**src/hw/rtl/bsl_pkg.sv**
```systemverilog
// Shared types, codes and helpers for the battery SoC limit mode machine.
// No dependencies; every module of the block imports this package.
package bsl_pkg;

    // Field and bus widths
    localparam int SOC_W       = 10;
    localparam int CNT_W       = 32;
    localparam int MODE_W      = 3;
    localparam int OP_W        = 2;
    localparam int FLAG_W      = 3;
    localparam int CFG_IDX_W   = 3;
    localparam int CFG_DATA_W  = 32;
    localparam int IN_TDATA_W  = 16;
    localparam int OUT_TDATA_W = 24;
    localparam int OUT_PAD_W   = OUT_TDATA_W - (MODE_W + SOC_W + FLAG_W + 1);

    // Mode codes
    localparam logic [MODE_W-1:0] MODE_DISABLED    = 3'd0;
    localparam logic [MODE_W-1:0] MODE_RESTART     = 3'd1;
    localparam logic [MODE_W-1:0] MODE_DEFAULT     = 3'd2;
    localparam logic [MODE_W-1:0] MODE_ABSORPTION  = 3'd3;
    localparam logic [MODE_W-1:0] MODE_FLOAT       = 3'd4;
    localparam logic [MODE_W-1:0] MODE_DISCHARGED  = 3'd5;
    localparam logic [MODE_W-1:0] MODE_FORCECHARGE = 3'd6;

    // Operation codes
    localparam logic [OP_W-1:0] OP_SOC   = 2'd0;
    localparam logic [OP_W-1:0] OP_TICK  = 2'd1;
    localparam logic [OP_W-1:0] OP_WRITE = 2'd2;
    localparam logic [OP_W-1:0] OP_NONE  = 2'd3;

    // Configuration register indexes
    localparam logic [CFG_IDX_W-1:0] CFG_MIN_LIMIT   = 3'd0;
    localparam logic [CFG_IDX_W-1:0] CFG_MAX_LIMIT   = 3'd1;
    localparam logic [CFG_IDX_W-1:0] CFG_STEP        = 3'd2;
    localparam logic [CFG_IDX_W-1:0] CFG_HYSTERESIS  = 3'd3;
    localparam logic [CFG_IDX_W-1:0] CFG_ABS_LEVEL   = 3'd4;
    localparam logic [CFG_IDX_W-1:0] CFG_FLOAT_LEVEL = 3'd5;
    localparam logic [CFG_IDX_W-1:0] CFG_FORCE_TICKS = 3'd6;

    // Per-day flag bit positions
    localparam int FLAG_DISCH = 0;
    localparam int FLAG_ABS   = 1;
    localparam int FLAG_FLT   = 2;

    // Configuration reset values
    localparam logic [SOC_W-1:0] RST_MIN_LIMIT   = 10'd100;
    localparam logic [SOC_W-1:0] RST_MAX_LIMIT   = 10'd800;
    localparam logic [SOC_W-1:0] RST_STEP        = 10'd50;
    localparam logic [SOC_W-1:0] RST_HYSTERESIS  = 10'd30;
    localparam logic [SOC_W-1:0] RST_ABS_LEVEL   = 10'd850;
    localparam logic [SOC_W-1:0] RST_FLOAT_LEVEL = 10'd950;
    localparam logic [CNT_W-1:0] RST_FORCE_TICKS = 32'd86400;

    localparam logic [CNT_W-1:0] CNT_MAX = '1;

    typedef struct packed {
        logic [SOC_W-1:0] min_soc_limit;
        logic [SOC_W-1:0] soc_limit_max;
        logic [SOC_W-1:0] soc_step;
        logic [SOC_W-1:0] soc_hysteresis;
        logic [SOC_W-1:0] absorption_level;
        logic [SOC_W-1:0] float_level;
        logic [CNT_W-1:0] force_charge_ticks;
    } t_cfg;

    typedef struct packed {
        logic [OP_W-1:0]   opcode;
        logic [SOC_W-1:0]  soc;
        logic              soc_valid;
        logic              sustain_active;
        logic              new_day;
        logic [MODE_W-1:0] requested_mode;
    } t_item;

    typedef struct packed {
        logic [MODE_W-1:0] mode;
        logic [SOC_W-1:0]  soc_limit_out;
        logic [FLAG_W-1:0] flags_out;
        logic              soc_ignored;
    } t_result;

    // Move the limit by one step up or down, then clamp to [min, max];
    // the lower bound wins when the bounds are inverted.
    function automatic logic [SOC_W-1:0] move_limit(
        input logic [SOC_W-1:0] lim,
        input logic [SOC_W-1:0] step,
        input logic             up,
        input logic [SOC_W-1:0] lo,
        input logic [SOC_W-1:0] hi
    );
        logic signed [SOC_W+1:0] v;
        v = up ? ($signed({2'b00, lim}) + $signed({2'b00, step}))
               : ($signed({2'b00, lim}) - $signed({2'b00, step}));
        if (v > $signed({2'b00, hi})) begin
            v = $signed({2'b00, hi});
        end
        if (v < $signed({2'b00, lo})) begin
            v = $signed({2'b00, lo});
        end
        return v[SOC_W-1:0];
    endfunction

endpackage

```
**src/hw/rtl/battery_soc_limit_state_machine.sv**
```systemverilog
// Top level of the battery SoC limit mode machine: input register, core, result register.
// Depends on bsl_pkg, bsl_cfg and bsl_core.
//
//  channel  | direction | handshake               | payload
//  ---------+-----------+-------------------------+------------------------------------
//  s_axis   | in        | s_axis_tvalid/tready    | tuser: opcode; tdata: item fields
//  m_axis   | out       | m_axis_tvalid/tready    | tdata: mode, limit, flags, ignored
//  cfg      | in        | i_cfg_we (no wait)      | i_cfg_idx, i_cfg_wdata
//
// One transaction per cycle sustained while the output accepts; an accepted item is held in the input
// register, is evaluated by the core and lands in the result register when the result slot is
// free, so its result is presented from the result register. A stalled result register
// holds the input register, and input ready drops only when both are full and the output
// is stalled.
// i_rst_n is synchronous, active low; no clearing pass is needed after reset.
module battery_soc_limit_state_machine (
    input  logic                            i_clk,
    input  logic                            i_rst_n,
    input  logic                            s_axis_tvalid,
    output logic                            s_axis_tready,
    // [9:0] soc, [10] soc_valid, [11] sustain_active, [12] new_day, [15:13] requested_mode
    input  logic [bsl_pkg::IN_TDATA_W-1:0]  s_axis_tdata,
    // [1:0] opcode
    input  logic [bsl_pkg::OP_W-1:0]        s_axis_tuser,
    output logic                            m_axis_tvalid,
    input  logic                            m_axis_tready,
    // [2:0] mode, [12:3] soc_limit_out, [15:13] flags_out, [16] soc_ignored, [23:17] zero
    output logic [bsl_pkg::OUT_TDATA_W-1:0] m_axis_tdata,
    input  logic                            i_cfg_we,
    input  logic [bsl_pkg::CFG_IDX_W-1:0]   i_cfg_idx,
    input  logic [bsl_pkg::CFG_DATA_W-1:0]  i_cfg_wdata
);
    import bsl_pkg::*;

    t_cfg    w_cfg;
    t_item   w_in_item;
    t_result w_result;
    logic    w_adv;

    logic    r_in_valid;
    t_item   r_in_item;
    logic    r_out_valid;
    t_result r_out;

    bsl_cfg u_cfg (
        .i_clk       (i_clk),
        .i_rst_n     (i_rst_n),
        .i_cfg_we    (i_cfg_we),
        .i_cfg_idx   (i_cfg_idx),
        .i_cfg_wdata (i_cfg_wdata),
        .o_cfg       (w_cfg)
    );

    // Unpack the incoming transaction
    assign w_in_item.opcode         = s_axis_tuser;
    assign w_in_item.soc            = s_axis_tdata[SOC_W-1:0];
    assign w_in_item.soc_valid      = s_axis_tdata[SOC_W];
    assign w_in_item.sustain_active = s_axis_tdata[SOC_W+1];
    assign w_in_item.new_day        = s_axis_tdata[SOC_W+2];
    assign w_in_item.requested_mode = s_axis_tdata[SOC_W+3 +: MODE_W];

    // Advance when the input register holds an item and the result slot is free
    assign w_adv         = r_in_valid && (!r_out_valid || m_axis_tready);
    assign s_axis_tready = !r_in_valid || w_adv;

    // Input register
    always_ff @(posedge i_clk) begin
        if (!i_rst_n) begin
            r_in_valid <= 1'b0;
        end else if (s_axis_tready) begin
            r_in_valid <= s_axis_tvalid;
        end
    end

    always_ff @(posedge i_clk) begin
        if (s_axis_tready && s_axis_tvalid) begin
            r_in_item <= w_in_item;
        end
    end

    bsl_core u_core (
        .i_clk    (i_clk),
        .i_rst_n  (i_rst_n),
        .i_adv    (w_adv),
        .i_cfg    (w_cfg),
        .i_item   (r_in_item),
        .o_result (w_result)
    );

    // Result register
    always_ff @(posedge i_clk) begin
        if (!i_rst_n) begin
            r_out_valid <= 1'b0;
        end else if (w_adv) begin
            r_out_valid <= 1'b1;
        end else if (m_axis_tready) begin
            r_out_valid <= 1'b0;
        end
    end

    always_ff @(posedge i_clk) begin
        if (w_adv) begin
            r_out <= w_result;
        end
    end

    assign m_axis_tvalid = r_out_valid;
    assign m_axis_tdata  = {{OUT_PAD_W{1'b0}}, r_out.soc_ignored, r_out.flags_out,
                            r_out.soc_limit_out, r_out.mode};

`ifndef SYNTHESIS
    // An evaluated transaction always lands in the result register
    a_adv_fills_out: assert property (@(posedge i_clk) disable iff (!i_rst_n)
        i_rst_n && w_adv |=> r_out_valid)
        else $error("bsl top: advanced transaction did not reach the result register");

    // Both stages full and the output stalled: input must be held off
    a_full_backpressure: assert property (@(posedge i_clk) disable iff (!i_rst_n)
        r_in_valid && r_out_valid && !m_axis_tready |-> !s_axis_tready)
        else $error("bsl top: input accepted while both stages are full");
`endif

endmodule

```
**src/hw/rtl/bsl_cfg.sv**
```systemverilog
// Configuration register file of the SoC limit mode machine.
// Depends on bsl_pkg for the register indexes, reset values and t_cfg.
module bsl_cfg (
    input  logic                           i_clk,
    input  logic                           i_rst_n,
    input  logic                           i_cfg_we,
    input  logic [bsl_pkg::CFG_IDX_W-1:0]  i_cfg_idx,
    input  logic [bsl_pkg::CFG_DATA_W-1:0] i_cfg_wdata,
    output bsl_pkg::t_cfg                  o_cfg
);
    import bsl_pkg::*;

    t_cfg r_cfg;

    // Write one register per enabled cycle; unknown indexes are dropped
    always_ff @(posedge i_clk) begin
        if (!i_rst_n) begin
            r_cfg.min_soc_limit      <= RST_MIN_LIMIT;
            r_cfg.soc_limit_max      <= RST_MAX_LIMIT;
            r_cfg.soc_step           <= RST_STEP;
            r_cfg.soc_hysteresis     <= RST_HYSTERESIS;
            r_cfg.absorption_level   <= RST_ABS_LEVEL;
            r_cfg.float_level        <= RST_FLOAT_LEVEL;
            r_cfg.force_charge_ticks <= RST_FORCE_TICKS;
        end else if (i_cfg_we) begin
            unique case (i_cfg_idx)
                CFG_MIN_LIMIT:   r_cfg.min_soc_limit      <= i_cfg_wdata[SOC_W-1:0];
                CFG_MAX_LIMIT:   r_cfg.soc_limit_max      <= i_cfg_wdata[SOC_W-1:0];
                CFG_STEP:        r_cfg.soc_step           <= i_cfg_wdata[SOC_W-1:0];
                CFG_HYSTERESIS:  r_cfg.soc_hysteresis     <= i_cfg_wdata[SOC_W-1:0];
                CFG_ABS_LEVEL:   r_cfg.absorption_level   <= i_cfg_wdata[SOC_W-1:0];
                CFG_FLOAT_LEVEL: r_cfg.float_level        <= i_cfg_wdata[SOC_W-1:0];
                CFG_FORCE_TICKS: r_cfg.force_charge_ticks <= i_cfg_wdata[CNT_W-1:0];
                default: ;
            endcase
        end
    end

    assign o_cfg = r_cfg;

endmodule

```
**src/hw/rtl/bsl_core.sv**
```systemverilog
// Mode machine state and single-pass next-state logic for one transaction.
// Depends on bsl_pkg for codes, t_cfg, t_item, t_result and move_limit.
module bsl_core (
    input  logic             i_clk,
    input  logic             i_rst_n,
    input  logic             i_adv,
    input  bsl_pkg::t_cfg    i_cfg,
    input  bsl_pkg::t_item   i_item,
    output bsl_pkg::t_result o_result
);
    import bsl_pkg::*;

    logic [MODE_W-1:0] r_mode,         n_mode;
    logic [SOC_W-1:0]  r_limit,        n_limit;
    logic [FLAG_W-1:0] r_flags,        n_flags;
    logic [CNT_W-1:0]  r_count,        n_count;
    logic [SOC_W-1:0]  r_last_soc,     n_last_soc;
    logic              r_last_sustain, n_last_sustain;
    logic              r_last_valid,   n_last_valid;

    logic [MODE_W-1:0] m0;
    logic [SOC_W-1:0]  l0;
    logic [SOC_W-1:0]  lc;
    logic [FLAG_W-1:0] f0;
    logic [CNT_W-1:0]  c0;
    logic [CNT_W-1:0]  c_inc;
    logic [SOC_W-1:0]  s;
    logic              u;
    logic              do_eval;
    logic              ign;
    logic              adj;
    logic [SOC_W:0]    s_plus_hyst;
    logic [SOC_W:0]    lc_plus_hyst;

    // Apply the operation, then evaluate the chosen SoC against the mode
    always_comb begin
        n_last_soc     = r_last_soc;
        n_last_sustain = r_last_sustain;
        n_last_valid   = r_last_valid;
        m0             = r_mode;
        l0             = r_limit;
        f0             = r_flags;
        c0             = r_count;
        s              = r_last_soc;
        u              = r_last_sustain;
        do_eval        = 1'b0;
        ign            = 1'b0;
        c_inc          = (r_count == CNT_MAX) ? r_count : r_count + 1'b1;

        unique case (i_item.opcode)
            OP_SOC: begin
                n_last_soc     = i_item.soc;
                n_last_sustain = i_item.sustain_active;
                n_last_valid   = i_item.soc_valid;
                s              = i_item.soc;
                u              = i_item.sustain_active;
                do_eval        = i_item.soc_valid;
                ign            = !i_item.soc_valid;
            end
            OP_TICK: begin
                if (i_item.new_day) begin
                    f0 = '0;
                end
                // Count discharged ticks; force a charge at the limit
                if (r_mode == MODE_DISCHARGED) begin
                    c0 = c_inc;
                    if (c_inc >= i_cfg.force_charge_ticks) begin
                        l0      = move_limit(r_limit, i_cfg.soc_step, 1'b1,
                                             i_cfg.min_soc_limit, i_cfg.soc_limit_max);
                        m0      = MODE_FORCECHARGE;
                        do_eval = r_last_valid;
                        ign     = !r_last_valid;
                    end
                end
            end
            OP_WRITE: begin
                m0      = (i_item.requested_mode > MODE_FORCECHARGE) ? MODE_DEFAULT
                                                                     : i_item.requested_mode;
                do_eval = r_last_valid;
                ign     = !r_last_valid;
            end
            default: ;
        endcase

        lc           = (l0 < i_cfg.min_soc_limit) ? i_cfg.min_soc_limit : l0;
        s_plus_hyst  = {1'b0, s} + {1'b0, i_cfg.soc_hysteresis};
        lc_plus_hyst = {1'b0, lc} + {1'b0, i_cfg.soc_hysteresis};
        adj          = (m0 != MODE_RESTART);

        n_mode  = m0;
        n_limit = l0;
        n_flags = f0;
        n_count = c0;

        if (do_eval) begin
            n_limit = lc;
            unique case (m0)
                MODE_DISABLED: ;
                MODE_RESTART, MODE_DEFAULT: begin
                    if (u || s < lc) begin
                        n_mode = MODE_DISCHARGED;
                        if (adj) begin
                            if (!f0[FLAG_DISCH]) begin
                                n_flags[FLAG_DISCH] = 1'b1;
                                n_limit = move_limit(lc, i_cfg.soc_step, 1'b1,
                                                     i_cfg.min_soc_limit,
                                                     i_cfg.soc_limit_max);
                            end
                            n_count = '0;
                        end
                    end else if (s >= i_cfg.float_level) begin
                        n_mode = MODE_FLOAT;
                        if (adj && !f0[FLAG_FLT]) begin
                            n_flags[FLAG_FLT] = 1'b1;
                            n_limit = move_limit(lc, i_cfg.soc_step, 1'b0,
                                                 i_cfg.min_soc_limit, i_cfg.soc_limit_max);
                        end
                    end else if (s >= i_cfg.absorption_level) begin
                        n_mode = MODE_ABSORPTION;
                        if (adj && !f0[FLAG_ABS]) begin
                            n_flags[FLAG_ABS] = 1'b1;
                            n_limit = move_limit(lc, i_cfg.soc_step, 1'b0,
                                                 i_cfg.min_soc_limit, i_cfg.soc_limit_max);
                        end
                    end else begin
                        n_mode = MODE_DEFAULT;
                    end
                end
                MODE_DISCHARGED: begin
                    if (!u && {1'b0, s} > lc_plus_hyst) begin
                        n_mode = MODE_DEFAULT;
                    end
                end
                MODE_FORCECHARGE: begin
                    if (!u && s > lc) begin
                        n_count = '0;
                        n_mode  = MODE_DISCHARGED;
                    end
                end
                MODE_ABSORPTION: begin
                    if (s >= i_cfg.float_level) begin
                        n_mode = MODE_FLOAT;
                        if (!f0[FLAG_FLT]) begin
                            n_flags[FLAG_FLT] = 1'b1;
                            n_limit = move_limit(lc, i_cfg.soc_step, 1'b0,
                                                 i_cfg.min_soc_limit, i_cfg.soc_limit_max);
                        end
                    end else if (s_plus_hyst < {1'b0, i_cfg.absorption_level}) begin
                        n_mode = MODE_DEFAULT;
                    end
                end
                MODE_FLOAT: begin
                    if (s_plus_hyst < {1'b0, i_cfg.float_level}) begin
                        n_mode = MODE_DEFAULT;
                    end
                end
                default: n_mode = MODE_DEFAULT;
            endcase
        end
    end

    // Commit the state when the transaction moves to the result register
    always_ff @(posedge i_clk) begin
        if (!i_rst_n) begin
            r_mode         <= MODE_DEFAULT;
            r_limit        <= '0;
            r_flags        <= '0;
            r_count        <= '0;
            r_last_soc     <= '0;
            r_last_sustain <= 1'b0;
            r_last_valid   <= 1'b0;
        end else if (i_adv) begin
            r_mode         <= n_mode;
            r_limit        <= n_limit;
            r_flags        <= n_flags;
            r_count        <= n_count;
            r_last_soc     <= n_last_soc;
            r_last_sustain <= n_last_sustain;
            r_last_valid   <= n_last_valid;
        end
    end

    assign o_result.mode          = n_mode;
    assign o_result.soc_limit_out = n_limit;
    assign o_result.flags_out     = n_flags;
    assign o_result.soc_ignored   = ign;

`ifndef SYNTHESIS
    // State moves only with a transaction
    a_state_hold: assert property (@(posedge i_clk) disable iff (!i_rst_n)
        !i_adv |=> $stable(r_mode) && $stable(r_limit) && $stable(r_flags)
                   && $stable(r_count))
        else $error("bsl_core: state changed without a transaction");

    // A valid SoC update always leaves the limit at or above the minimum
    a_limit_floor: assert property (@(posedge i_clk) disable iff (!i_rst_n)
        i_rst_n && i_adv && i_item.opcode == OP_SOC && i_item.soc_valid
        |=> r_limit >= $past(i_cfg.min_soc_limit))
        else $error("bsl_core: limit below minimum after SoC update");
`endif

endmodule
```
**config.mk**
```make
export PLATFORM = sky130hd
export DESIGN_NAME = battery_soc_limit_state_machine
export DESIGN_NICKNAME = d
export VERILOG_FILES = /design/src/hw/rtl/bsl_pkg.sv /design/src/hw/rtl/battery_soc_limit_state_machine.sv /design/src/hw/rtl/bsl_cfg.sv /design/src/hw/rtl/bsl_core.sv
export SDC_FILE = /design/constraint.sdc
export NUM_CORES = 1
export LEC_CHECK = 0
export ABC_AREA = 0
export BUFFER_PORTS_ARGS = -buffer_cell sky130_fd_sc_hd__buf_4
export CAP_MARGIN = 20
export CELL_PAD_IN_SITES_DETAIL_PLACEMENT = 1
export CELL_PAD_IN_SITES_GLOBAL_PLACEMENT = 1
export CORE_ASPECT_RATIO = 0.75
export CORE_MARGIN = 3
export CORE_UTILIZATION = 48
export DETAILED_ROUTE_END_ITERATION = 8
export GPL_TIMING_DRIVEN = 0
export PLACE_DENSITY_LB_ADDON = 0.1
export SLEW_MARGIN = 20
export SYNTH_ARGS = -nofsm -noshare
export SYNTH_HDL_FRONTEND = slang
export SYNTH_SLANG_ARGS = --single-unit
```
**constraint.sdc**
```tcl
create_clock -name i_clk -period 16.35 [get_ports i_clk]
set_clock_uncertainty 0.2 [all_clocks]
set_input_delay 0 -clock i_clk [delete_from_list [all_inputs] [get_ports i_clk]]
set_output_delay 0 -clock i_clk [all_outputs]
set_load 0.03 [all_outputs]
```
After elaboration in Yosys (flattened, before gate mapping). Index checks and enable logic that the tools add are counted.

Flip-flop bits (word level): 189. Output and inout bits: 26. Word-level logic and storage cells: 188. Input bits: 58.

Reduce and logical (&&, ||, !) cells: 29. Add/subtract/negate cells: 6. Eq/ne operators: 17. $lt $le $gt $ge: 18. Multiplexer cells: 92.

Operators with widths (number): 2-to-1 mux 12 bit (26); 2-to-1 mux 32 bit (7); 2-to-1 mux 10 bit (20); one-hot mux 32 bit (2 select lines) (1); < comparator 12 x 11 -> 1 bit (5); adder 10 x 10 -> 11 bit (4); 2-to-1 mux 3 bit (14); greater-than comparator 12 x 11 -> 1 bit (3); adder 32 x 1 -> 32 bit (second input constant) (1); == test 32 bit (second input constant) (1); >= comparator 32 bit (1); < comparator 11 x 10 -> 1 bit (2); == test 3 bit (second input constant) (7); >= comparator 10 bit (2); < comparator 10 bit (2); one-hot mux 10 bit (2 select lines) (1); one-hot mux 3 bit (6 select lines) (1); 2-to-1 mux 1 bit (16); AND reduction 2 bit (8); == test 3 x 2 -> 1 bit (second input constant) (4); greater-than comparator 10 x 11 -> 1 bit (1); subtractor 10 x 10 -> 11 bit (1); greater-than comparator 10 bit (1); zero test 1 bit (7); other kinds (15) (26).

Longest topological paths before layout.
Depth in word-level cells: 30. Depth in mapped cells: 67. Mapped depth without buffers: 64.

By module. A second synthesis with hierarchy kept.

Cells, all modules: 1932. Area, all modules: 16113.0 um^2.

By module, submodules not included: bsl_core (instances 1, area each 11263.3 um^2, cells each 1521, sequential area each 1201.2 um^2); bsl_cfg (instances 1, area each 3638.5 um^2, cells each 359, sequential area each 1841.8 um^2); battery_soc_limit_state_machine (instances 1, area each 1211.2 um^2, cells each 52, sequential area each 1091.0 um^2).

Worst setup path before layout. No wires, ideal clock.

Kind: register to register. From: reg u_cfg.r_cfg (netlist bit u_cfg.o_cfg[62]). To: reg u_core.r_limit[1]. Data required time: 16035 ps. Data arrival time: 12853 ps. Period minus slack after synthesis: 13168 ps. Path buffers: 3. Library setup time: 115 ps. Stages on the path, launching flop included: 62. Slack: 3182 ps. Cell sequence: dfxtp_1 ha_1 fa_1 a21o_1 a221oi_2 o21bai_1 a21oi_1 xnor2_1 ha_1 nand2_1 or3_4 o22ai_1 o31ai_2 nor2_2 mux2_1 ha_1 nand4_1 o211ai_1 [26 not listed] o21ai_0 a311oi_1 o31ai_1 nor2_1 clkbuf_1 o21ai_0 ha_1 a21o_1 a21oi_1 o221a_2 nand2_1 nor4_1 nand3b_1 a311o_1 o21ai_2 o221a_2 a211o_1 o21ba_1.

Cells in the longest elaborated chain, start to end: 30. Elaborated cells on any way between the ends: 60. Classes of those cells: 3 x add/sub; 10 x order compare; 46 x mux; 1 x reduce/logical.

RTL lines: start: declaration (line bsl_cfg.sv:13) `t_cfg r_cfg;`; adder 10 x 10 -> 11 bit (line bsl_pkg.sv:93) `v = up ? ($signed({2'b00, lim}) + $signed({2'b00, step}))`; greater-than comparator 12 x 11 -> 1 bit (line bsl_pkg.sv:95) `if (v > $signed({2'b00, hi})) begin`; 2-to-1 mux 12 bit (line bsl_pkg.sv:95); 2-to-1 mux 12 bit (line bsl_core.sv:67) `if (c_inc >= i_cfg.force_charge_ticks) begin`; 2-to-1 mux 12 bit (line bsl_core.sv:65) `if (r_mode == MODE_DISCHARGED) begin`; 2-to-1 mux 12 bit (line bsl_core.sv:50) `unique case (i_item.opcode)`; < comparator 12 x 11 -> 1 bit (line bsl_pkg.sv:98) `if (v < $signed({2'b00, lo})) begin`; 2-to-1 mux 10 bit (line bsl_pkg.sv:98); [15 not listed]; 2-to-1 mux 10 bit (line bsl_pkg.sv:98); 2-to-1 mux 10 bit (line bsl_core.sv:120) `if (adj && !f0[FLAG_ABS]) begin`; 2-to-1 mux 10 bit (line bsl_core.sv:118) `end else if (s >= i_cfg.absorption_level) begin`; 2-to-1 mux 10 bit (line bsl_core.sv:111) `end else if (s >= i_cfg.float_level) begin`; 2-to-1 mux 10 bit (line bsl_core.sv:100) `if (u || s < lc) begin`; one-hot mux 10 bit (2 select lines) (line bsl_core.sv:97) `unique case (m0)`; 2-to-1 mux 10 bit (*) (line bsl_core.sv:95) `if (do_eval) begin`; named net u_core.n_limit[1] (line bsl_core.sv:14) `logic [SOC_W-1:0] r_limit, n_limit;`; end signal: assignment (line bsl_core.sv:174) `r_limit <= n_limit;`; end: declaration (line bsl_core.sv:14).

The timed path passes the listed nets; every way through them passes the cells marked *. The select of a mux whose other input is x is not followed. A chain may end at the register's enable or synchronous reset.

Worst setup path in the final report.
From: reg u_cfg.r_cfg (netlist bit u_cfg.o_cfg[62]). To: reg r_out (netlist bit m_axis_tdata[12]) (data pin).

Cells in the longest elaborated chain, start to end: 30. Elaborated cells on any way between the ends: 60. Classes of those cells: 3 x add/sub; 10 x order compare; 46 x mux; 1 x reduce/logical.

RTL lines: adder 10 x 10 -> 11 bit (line bsl_pkg.sv:93); greater-than comparator 12 x 11 -> 1 bit (line bsl_pkg.sv:95); 2-to-1 mux 12 bit (line bsl_pkg.sv:95); 2-to-1 mux 12 bit (line bsl_core.sv:67); 2-to-1 mux 12 bit (line bsl_core.sv:65); 2-to-1 mux 12 bit (line bsl_core.sv:50); < comparator 12 x 11 -> 1 bit (line bsl_pkg.sv:98); 2-to-1 mux 10 bit (line bsl_pkg.sv:98); [15 not listed]; 2-to-1 mux 10 bit (line bsl_pkg.sv:98); 2-to-1 mux 10 bit (line bsl_core.sv:120); 2-to-1 mux 10 bit (line bsl_core.sv:118); 2-to-1 mux 10 bit (line bsl_core.sv:111); 2-to-1 mux 10 bit (line bsl_core.sv:100); one-hot mux 10 bit (2 select lines) (line bsl_core.sv:97); 2-to-1 mux 10 bit (*) (line bsl_core.sv:95); named net u_core.n_limit[9] (line bsl_core.sv:14); end signal: assignment (line battery_soc_limit_state_machine.sv:103) `r_out <= w_result;`; end: declaration (line battery_soc_limit_state_machine.sv:43) `t_result r_out;`.

Marks and branches as above.

==> run metrics <==
Setup-failing EPs final 0; CP Max Fanout 10; largest family of logic cells by synthesized area compound AO/OA/AOI/OAI gates; fillers 3714; yosys warns 0; worst reg-to-reg setup slack 640 ps; final WL 59770 um; proportion of synthesized area in mux cells 0.03117; DR WL/cell 24.38 um; #FFs+latches synth 189; Leak Pwr 0.007447 uW; critical path startpoint category flop; Hold Fails Final Rpt 0; Placer Congestion 1.010; EDFF count, synth 35; simple-gate share of the synthesized area 0.1885; Core ar. 0.03062 mm^2; Die ar. 0.03380 mm^2; CTS sink count 189; dpl hpwl 46180 um; Tot GR Track Use 0.3504; ranking of synthesized cells by area dfxtp_1, ha_1, edfxtp_1; Pwr Density 80.44 mW/mm^2; M2 GR Usage 0.5167; final std cells w/o fill 2451; min Tclk post-route 15710 ps; via count 15303; DRC 0; vias per cell 6.244; crit path DAT 15700 ps; CTS clock-pin slew for the worst setup and hold paths 80 ps; GR Layer Usage met3 0.1072; Row Count 55; first drt pass iteration count 5; Final Util 0.5723; vias in the first global route 15640; gr busiest metal met2; Slew headroom 0.2849; Congestion Overflow GR 0; first-pass GRT wire length 91090 um; dominant synthesized flop cell dfxtp_1; post-route ant nets 0; CP endpoint kind flop; CTS buffer count 17; worst slew pin tran 1043 ps; share of the synthesized area in the top cell type 0.2032; Ant. Diodes 0; Slew Viols, Final 0; Port-buffer cells 76; Crit path largest cell delay 490 ps; Seq/Total Area, Yosys 0.2725; register area 0.004134 mm^2; worst skew pair latency 460 ps; CTS max path bufs 2; Synth Instances 1875; Synth Area in Compound Gates 0.2313; DP Worst Slack 86.85 ps; Post-Synth XOR/XNOR Area 0.04041; Setup CP Type flop to flop; share of cells above drive strength 1 0.1053; Worst Path Required 16340 ps; Initial DRC Count 1255; ys async rst share 0; Slowest-stage cell, CP a311o_2; Initial Util 0.4954; Die Y 160.0 um; Placed Instances 2356; HP Class input port to flop; Synth Cell Area 0.01517 mm^2; count of different cell masters after synthesis 97; GR Util met1 0.5003; area of the multi-input gates 0.01031 mm^2; CTS tree yes; antenna violations before repair 2; worst vdd ir 0.00006933 V; die width 211.3 um; CTS H-tree depth 4; Layout Nets 2313; I/O Pins 84; Avg Cell Area, Syn 8.092 um^2; Synth Area in Adders 0.1806; setup TNS 0 ps; crit share post-route 0.9609; Max Cap Viol 0; CTS Root Buffer Type clkbuf_16; largest net degree at the start of global routing 27; fin worst setup slack 639.8 ps; Highest Clock Rate 63.65 MHz; status completed; cell taking the most area after synthesis dfxtp_1; synth-to-layout area growth 15.51%
==> per-layer routing <==
layer,vias up,routed length (um)
met2,554,25050
met1,7610,28130
met4,0,1094
met5,-,0
li1,7063,-
met3,76,5491
==> synthesized netlist by cell type (6+ instances only) <==
| master | instances |
|---|---|
| o21ai_0 | 73 |
| or3_1 | 7 |
| a211oi_1 | 22 |
| nand2b_1 | 23 |
| xor2_1 | 24 |
| nand2_1 | 257 |
| nand4_1 | 27 |
| a21o_1 | 32 |
| o21a_1 | 15 |
| a22oi_1 | 23 |
| nor3_1 | 24 |
| a211o_1 | 7 |
| nand3b_1 | 7 |
| and3_1 | 10 |
| a21oi_1 | 192 |
| clkbuf_1 | 51 |
| nor2_1 | 143 |
| o22ai_1 | 12 |
| mux2i_1 | 11 |
| ha_1 | 211 |
| inv_1 | 132 |
| a31oi_1 | 11 |
| o31ai_1 | 8 |
| and2_1 | 8 |
| nand3_1 | 54 |
| buf_2 | 10 |
| xnor2_1 | 46 |
| dfxtp_1 | 154 |
| o21bai_1 | 13 |
| o2111ai_1 | 6 |
| buf_4 | 8 |
| mux2_2 | 24 |
| edfxtp_1 | 35 |
| nor2b_1 | 20 |
| o31a_1 | 6 |
| o211ai_1 | 41 |
==> per-stage QoR <==
step | hold WS (ps) | power (uW) | instance area (um^2)
4_1_cts | 53.55 | 1385 | 17420
2_1_floorplan | -101.1 | 821.1 | 15190
3_5_place_dp | -18.28 | 967.2 | 16270
6_report | 66.11 | 1410 | 17530
3_3_place_gp | -20.85 | 949.1 | 16260
5_1_grt | 61.40 | 1472 | 17530
==> report_power, final <==
| part | internal [uW] | switching (uW) | total [uW] |
|---|---|---|---|
| Combinational | 187 | 308 | 495 |
| Sequential | 489 | 12.5 | 502 |
| Clock | 214 | 200 | 413 |
| Total | 890 | 520 | 1410 |
==> logic make-up (layout without fill, tap and decap cells) <==
family	Yosys count	after routing
AO/OA/AOI/OAI	534	534
XOR/XNOR	70	70
adder cells (fa/ha/maj)	216	216
buffers and inverters	210	381
flip-flops	189	189
multiplexers	41	41
other	1	7
AND/OR/NAND/NOR	614	614
==> sequential cells by signal, summed over array words and instances, names as in the netlist, 3 cells and up <==
| register | cells |
|---|---|
| u_core.r_flags | 3 |
| u_core.r_limit | 10 |
| u_core.r_count | 32 |
| r_in_item | 18 |
| u_core.r_mode | 3 |
| u_cfg.o_cfg | 92 |
| u_core.r_last_soc | 10 |
| m_axis_tdata | 17 |
==> cell type report <==
class | count | share of cell area
Multi-Input combinational cell | 1482 | 0.5883
Sequential cell | 189 | 0.2359
Timing Repair Buffer | 139 | 0.06825
Inverter | 138 | 0.02956
Tap cell | 399 | 0.02849
Clock buffer | 21 | 0.02570
Buffer | 72 | 0.01856
Clock inverter | 11 | 0.005283
==> repair_timing <==
item / 4_1_cts / 5_1_grt
endpoints found under the hold margin: 119 / 0
pin swaps: 0 / 2
buffers inserted: 0 / 1
hold buffers: 61 / 0
setup endpoints to repair: 1 / 20
gates resized for setup: 1 / 22
==> placed cells by master, fill, tap and decap left out, drive strengths merged, types with 28 or more instances in the layout <==
| master | instances |
|---|---|
| nor3 | 31 |
| xnor2 | 46 |
| dlygate4sd3 | 61 |
| nand3 | 54 |
| o211ai | 42 |
| o21ai | 82 |
| edfxtp | 35 |
| inv | 140 |
| a21o | 33 |
| a21oi | 195 |
| ha | 211 |
| mux2 | 28 |
| clkbuf | 72 |
| nand2 | 257 |
| buf | 99 |
| dfxtp | 154 |
| nor2 | 144 |
==> critical path, delay by kind of cell, from the launching register on <==
family,cells,cell delay [ps]
AOI/OAI and AO/OA,32,7130
adders and majority gates,8,2720
and+or+nand+nor,14,2710
buffers and inverters,8,1370
muxes,2,670
DFF,1,450
xor gates and xnor gates,1,150
==> worst paths after layout <==
check                                      start          endpoint  cells after the start
worst min register to register   u_cfg.o_cfg[21]   u_cfg.o_cfg[21]                      2
worst min-delay path            s_axis_tdata[14]      r_in_item[1]                      2
worst max-delay path             u_cfg.o_cfg[62]  m_axis_tdata[12]                     65
worst max register to register   u_cfg.o_cfg[62]  m_axis_tdata[12]                     65
No activity file was read; power rests on OpenSTA's default activity.
